File: config.mk
export PLATFORM = sky130hd
export DESIGN_NAME = urbt_range_calc
export DESIGN_NICKNAME = d
export VERILOG_FILES = /design/src/hw/rtl/ultrasonic_range_burst_trigger_assert.svh /design/src/hw/rtl/urbt_pkg.sv /design/src/hw/rtl/urbt_range_calc.sv
export SDC_FILE = /design/constraint.sdc
export NUM_CORES = 1
export LEC_CHECK = 0
export BUFFER_PORTS_ARGS = -buffer_cell sky130_fd_sc_hd__buf_2
export CORE_ASPECT_RATIO = 0.8
export CORE_MARGIN = 4
export CORE_UTILIZATION = 59
export DETAILED_ROUTE_END_ITERATION = 6
export PLACE_DENSITY = 0.86
export SYNTH_ARGS = -nofsm -noshare
export SYNTH_HDL_FRONTEND = slang
export SYNTH_SLANG_ARGS = --single-unit
File: constraint.sdc
create_clock -name clk -period 5.5 [get_ports clk]
set_clock_uncertainty 0.05 [all_clocks]
set_input_delay 1.1 -clock clk [delete_from_list [all_inputs] [get_ports clk]]
set_output_delay 1.1 -clock clk [all_outputs]
set_load 0.02 [all_outputs]
File: src/hw/rtl/ultrasonic_range_burst_trigger_assert.svh
// Assertion macros for the ultrasonic range burst trigger.
`ifndef ULTRASONIC_RANGE_BURST_TRIGGER_ASSERT_SVH
`define ULTRASONIC_RANGE_BURST_TRIGGER_ASSERT_SVH

// Same-cycle implication, checked out of reset.
`define URBT_ASSERT_NOW(lbl, ante, cons, msg) \
    lbl: assert property (@(posedge clk) disable iff (!rst_n) (ante) |-> (cons)) \
        else $error(msg);

// Next-cycle implication, checked out of reset.
`define URBT_ASSERT_NEXT(lbl, ante, cons, msg) \
    lbl: assert property (@(posedge clk) disable iff (!rst_n) (ante) |=> (cons)) \
        else $error(msg);

`endif

File: src/hw/rtl/urbt_pkg.sv
// Shared types and constants for the ultrasonic range burst trigger.
package urbt_pkg;

    localparam logic [1:0] REQ_TICK = 2'd0;
    localparam logic [1:0] REQ_EDGE = 2'd1;
    localparam logic [1:0] REQ_ACK  = 2'd2;

    localparam int CFG_INDEX_W = 2;
    localparam logic [CFG_INDEX_W-1:0] CFG_NEAR_LIMIT   = 2'd0;
    localparam logic [CFG_INDEX_W-1:0] CFG_MAX_PICTURES = 2'd1;

    localparam int SCALED_W = 41;
    localparam int BOUND_W  = 24;

    localparam logic [8:0]          SPEED_NUM     = 9'd343;
    localparam logic [7:0]          SPEED_DEN     = 8'd200;
    localparam logic [15:0]         DIST_MAX      = 16'hFFFF;
    localparam logic [SCALED_W-1:0] SAT_BOUND     = 41'd13107200;
    localparam logic [21:0]         DIV25_MAGIC   = 22'd2684355;
    localparam int                  DIV25_SHIFT   = 26;

    localparam logic [15:0]        NEAR_LIMIT_RESET   = 16'd2000;
    localparam logic [BOUND_W-1:0] NEAR_BOUND_RESET   = 24'd400000;
    localparam logic [3:0]         MAX_PICTURES_RESET = 4'd3;

    typedef struct packed {
        logic [1:0] req;
        logic       level;
    } urbt_tag_t;

endpackage

File: src/hw/rtl/urbt_range_calc.sv
// Echo width to scaled distance pipeline: divide by ticks per microsecond, scale by speed.
module urbt_range_calc
    import urbt_pkg::*;
#(
    parameter int TICKS_PER_US = 16
)
(
    input  logic                clk,
    input  logic                rst_n,
    input  logic                in_valid,
    output logic                in_ready,
    input  urbt_tag_t           in_tag,
    input  logic [31:0]         in_width,
    output logic                out_valid,
    input  logic                out_ready,
    output urbt_tag_t           out_tag,
    output logic [SCALED_W-1:0] out_scaled
);

    localparam logic [31:0] DIVISOR = 32'(TICKS_PER_US);
    localparam logic [31:0] RECIP   = 32'(64'hFFFF_FFFF / 64'(TICKS_PER_US));

    logic                b_valid_reg;
    urbt_tag_t           b_tag_reg;
    logic [31:0]         b_width_reg;
    logic [31:0]         b_q0_reg;
    logic                c_valid_reg;
    urbt_tag_t           c_tag_reg;
    logic [31:0]         c_us_reg;
    logic                d_valid_reg;
    urbt_tag_t           d_tag_reg;
    logic [SCALED_W-1:0] d_scaled_reg;

    logic                b_ready;
    logic                c_ready;
    logic                d_ready;
    logic [63:0]         recip_prod;
    logic [31:0]         q0_times_d;
    logic [31:0]         rem;
    logic [31:0]         us_next;
    logic [SCALED_W-1:0] scaled_next;

    assign d_ready  = !d_valid_reg || out_ready;
    assign c_ready  = !c_valid_reg || d_ready;
    assign b_ready  = !b_valid_reg || c_ready;
    assign in_ready = b_ready;

    assign recip_prod  = 64'(in_width) * 64'(RECIP);
    assign q0_times_d  = b_q0_reg * DIVISOR;
    assign rem         = b_width_reg - q0_times_d;
    assign us_next     = (rem >= DIVISOR) ? b_q0_reg + 32'd1 : b_q0_reg;
    assign scaled_next = SCALED_W'(c_us_reg) * SCALED_W'(SPEED_NUM);

    always_ff @(posedge clk or negedge rst_n)
    begin
        if (!rst_n)
        begin
            b_valid_reg <= 1'b0;
            c_valid_reg <= 1'b0;
            d_valid_reg <= 1'b0;
        end
        else
        begin
            if (b_ready)
            begin
                b_valid_reg <= in_valid;
            end
            if (c_ready)
            begin
                c_valid_reg <= b_valid_reg;
            end
            if (d_ready)
            begin
                d_valid_reg <= c_valid_reg;
            end
        end
    end

    always_ff @(posedge clk)
    begin
        if (b_ready && in_valid)
        begin
            b_tag_reg   <= in_tag;
            b_width_reg <= in_width;
            b_q0_reg    <= recip_prod[63:32];
        end
        if (c_ready && b_valid_reg)
        begin
            c_tag_reg <= b_tag_reg;
            c_us_reg  <= us_next;
        end
        if (d_ready && c_valid_reg)
        begin
            d_tag_reg    <= c_tag_reg;
            d_scaled_reg <= scaled_next;
        end
    end

    assign out_valid  = d_valid_reg;
    assign out_tag    = d_tag_reg;
    assign out_scaled = d_scaled_reg;

endmodule

# Yosys cells after proc, flatten, opt, wreduce, memory -nomap -nowiden
# Cells that the tools add are included.
[classes] addsub=2 muxes=1 mul=2 n_reduce_logical=9 n_lt_le_gt_ge=1
[op_table] operator="multiplier 32 x 28 -> 60 bit (second input constant)" count=1
[op_table] operator="multiplier 29 x 9 -> 38 bit (second input constant)" count=1
[op_table] operator=">= comparator 32 x 5 -> 1 bit (second input constant)" count=1
[op_table] operator="subtractor 32 bit" count=1
[op_table] operator="adder 28 x 1 -> 29 bit (second input constant)" count=1
[op_table] operator="2-to-1 mux 28 bit" count=1
[op_table] operator="logical AND 1 bit" count=3
[op_table] operator="logical NOT 1 bit" count=3
[op_table] operator="logical OR 1 bit" count=3
[word_totals] regBits=142 inputBits=39 output_inout_bits=46

# Logic depth before layout (Yosys ltp)
[depth] depth_word=5 mapped_depth=27 mapped_depth_nobuf=27

# Worst setup path before layout
# No wires, ideal clock.
[synth_timing] path_kind="input -> register" start="input in_width[26]" end="register b_q0_reg[17], data pin" arrival_ns=7.531 stages=25 setup_slack_ns=-2.339 setup_time_ns=0.258 path_cell_list="inv_1 fa_1 inv_1 fa_1 fa_1 inv_1 fa_1 inv_1 fa_1 fa_1 inv_1 fa_1 inv_1 ha_1 and4_1 and3_1 and3_1 and4_1 a2111oi_2 o21bai_1 a21oi_1 o21ai_1 a21o_1 a31oi_1 xnor2_1"
[synth_via] elab_chain_cells=1
[synth_lines] element="from (decl)" line="urbt_range_calc.sv:13" text="input logic [31:0] in_width,"
[synth_lines] element="multiplier 32 x 28 -> 60 bit" line="urbt_range_calc.sv:48" text="assign recip_prod = 64'(in_width) * 64'(RECIP);"
[synth_lines] element="via recip_prod[49]" line="urbt_range_calc.sv:37" text="logic [63:0] recip_prod;"
[synth_lines] element="to (signal assigned)" line="urbt_range_calc.sv:85" text="b_q0_reg <= recip_prod[63:32];"
[synth_lines] element="to (decl)" line="urbt_range_calc.sv:26" text="logic [31:0] b_q0_reg;"
# The timed path passes the listed nets, and every way through them passes these cells.
# A chain may end at the register's enable or synchronous reset.

# Final worst setup path
[layout_timing] start="input in_width[10]" end="register b_q0_reg[26], data pin"
# Same word-level chain as after synthesis.

==> metrics <==
post-route cell area 31700 sq um; Post-synth EDFFs 132; Required @ worst endpoint 5.64 ns; total die area 47600 sq um; complex-gate fraction of the synthesized area 0.0681; Vias 19400; largest net degree at the start of global routing 44; hold path depth 0; Max Freq 134 MHz; largest area contributor in the netlist fa_1; drt initial violations 1542; number of H-tree levels 4; Netlist cell types 75; Final HPWL DP 65.8 mm; DR WL/cell 21.0 um; Vias/cell 5.46; clock sinks 135; Final Wtd Congestion 1.01; port bufs 81; CTS tree done; outcome finished with violations; failing checks negative setup slack; most common cell in the netlist inv_1; Core Area 43400 sq um; Fillers 2963; Hold EP out_tag[2]$_DFFE_PP_; FF-to-FF setup slack 0.16 ns; Pre-antenna DRT Iters 7; R2R Path Start c_us_reg[8]$_DFFE_PP_; multi-input gate area in the final layout 19500 sq um; worst r2r dst out_scaled[36]$_DFFE_PP_; crit path launch type primary input; hold_sp c_tag_reg[2]$_DFFE_PP_; Synth top cells by count 832 x inv_1, 527 x fa_1, 317 x ha_1, 132 x edfxtp_1, 78 x a21oi_1; Final period util 1.36; total global-route track usage 0.318; Adder-Cell Fraction of Synth Area 0.557; Routed WL 74.9 mm; Hold WC Path Type register to register; Non-Filler Instances 3561; DP Cell Count 3481; nets 3871; synth top area cells fa_1 40%, ha_1 15%, edfxtp_1 15%, inv_1 12%, xnor2_1 2.3%; die width 243 um; largest family of logic cells by synthesized area adder cells; Post-Syn Instances 2482; Fin. Hold Viols 0; Area Growth Syn to Fin 21.5%; Reg2Reg Depth 18; Yosys warnings 0; FFs w/ async S/R, synth 0.0222; max_cap viols 0; gr ovfl total 0; hold slack final 0.364 ns; clock buffer depth 2; RSZ-0062 raised after global routing true; predominant post-synthesis flop cell edfxtp_1; Remaining DRCs 0; chip height 196 um; Num CTS Buffers 17; Clock Tree Root clkbuf_16; mux cell area share after synthesis 0.00115; sequential fraction of the synthesis area 0.155; syn avg cell area 10.5 sq um; num rows 68; min Tclk post-route 7.47 ns; setup violation total in the final timing report 28; slew margin rel. 0.351; number of diodes 0; Max FO, Critical Path 4; Setup CP Type primary input to register; initial antenna violation count 0; antenna viol nets, final 0; Initial Utilization 0.601; first-pass GRT wire length 116 mm; Post-Route Utilization 0.730; fraction of the mapped netlist area in simple logic gates 0.0600; Largest register FFs 38; Yosys reg bits 135; clock transition at the registers of the reported paths 0.06 ns; Synth Cell Area 26100 sq um; Top Ports 85; xor/xnor cell area share of the yosys netlist 0.0343; clk_lat worst skew 0.45 ns; layout cell share with drive strength beyond 1 0.257; final worst-path setup slack -1.97 ns; number of global-route vias before repair 21000; FF+latch area 4040 sq um; cts hold-fix bufs 0; CP arrival 7.61 ns; post-synth top area share 0.405; Max Slew Vio Count 0; Area after DPL 30100 sq um; Worst-Margin Slew 0.974 ns; CP Capture Type register
cell type report:
cell class,count,share of cell area
flip-flops and latches,135,0.127
clock buffers,17,0.0134
clock inverters,15,0.00450
multi-input cells,1495,0.617
repair buffers,507,0.117
well taps,560,0.0221
inverters,832,0.0989
logic make-up after synthesis:
| kind of cell | count (synthesis) |
|---|---|
| compound gates | 263 |
| xor+xnor | 102 |
| fa+ha+maj | 844 |
| buf+inv | 854 |
| flops | 135 |
| mux | 3 |
| other cells | 1 |
| simple gates | 280 |
per-stage QoR:
step,setup TNS [ns],setup slack (ns)
floorplan,-43.60,-1.89
global placement,-62.25,-2.48
detailed placement,-65.71,-2.65
CTS,-47.68,-1.87
global route,-53.37,-2.10
finish,-49.75,-1.97
metal layers:
layer,vias to the layer above,share of wire,track usage
met5,-,0,0
li1,8668,-,-
met3,146,0.088,0.0704
met1,9811,0.42,0.446
met4,0,0.034,0.0925
met2,812,0.46,0.505
worst max-delay path, cell delays in order:
cell and delay [ns]:
buf_2 0.12, buf_6 0.13, fa_2 0.55, inv_1 0.10
fa_2 0.64, fa_1 0.47, fa_1 0.70, inv_1 0.11
fa_2 0.44, fa_1 0.50, inv_1 0.05, fa_1 0.36
inv_1 0.12, ha_4 0.22, a21o_1 0.20, o21bai_1 0.19
a311oi_2 0.25, nor2_2 0.11, a2111oi_4 0.20, buf_4 0.19
nor3_4 0.05, o21ai_2 0.16, a21boi_2 0.08, or2_4 0.26
a41oi_2 0.18, xnor2_1 0.10
how the worst max path moves through the flow:
stage,startpoint,to,slack [ns],depth (start not counted)
after floorplan,in_width[16],b_q0_reg[17]$_DFFE_PP_,-1.89,23
after global placement,in_width[8],b_q0_reg[26]$_DFFE_PP_,-2.48,25
after detailed placement,in_width[8],b_q0_reg[25]$_DFFE_PP_,-2.65,25
after CTS,in_width[11],b_q0_reg[26]$_DFFE_PP_,-1.87,27
after global routing,in_width[12],b_q0_reg[26]$_DFFE_PP_,-2.10,29
final,in_width[10],b_q0_reg[26]$_DFFE_PP_,-1.97,26
layout by cell type, fill, tap and decap left out, types with 20 or more instances in the layout:
master	instances
a21oi_1	58
buf_2	66
a21o_1	47
o21ai_0	22
xor2_1	30
edfxtp_1	132
ha_4	20
nand4_1	25
nand3_1	30
ha_1	295
nor2_1	42
nand2_1	50
inv_2	50
inv_1	779
buf_4	424
fa_1	474
xnor2_1	68
fa_2	53
what timing repair did:
item                       4_1_cts  5_1_grt
pin swaps                       59       85
gates resized for setup        105       97
setup endpoints to repair       29       33
setup buffers                   23       28
Power is left out: the tool's default activity adds up to more than one toggle a clock period on the data nets, which glitch-free logic cannot reach.
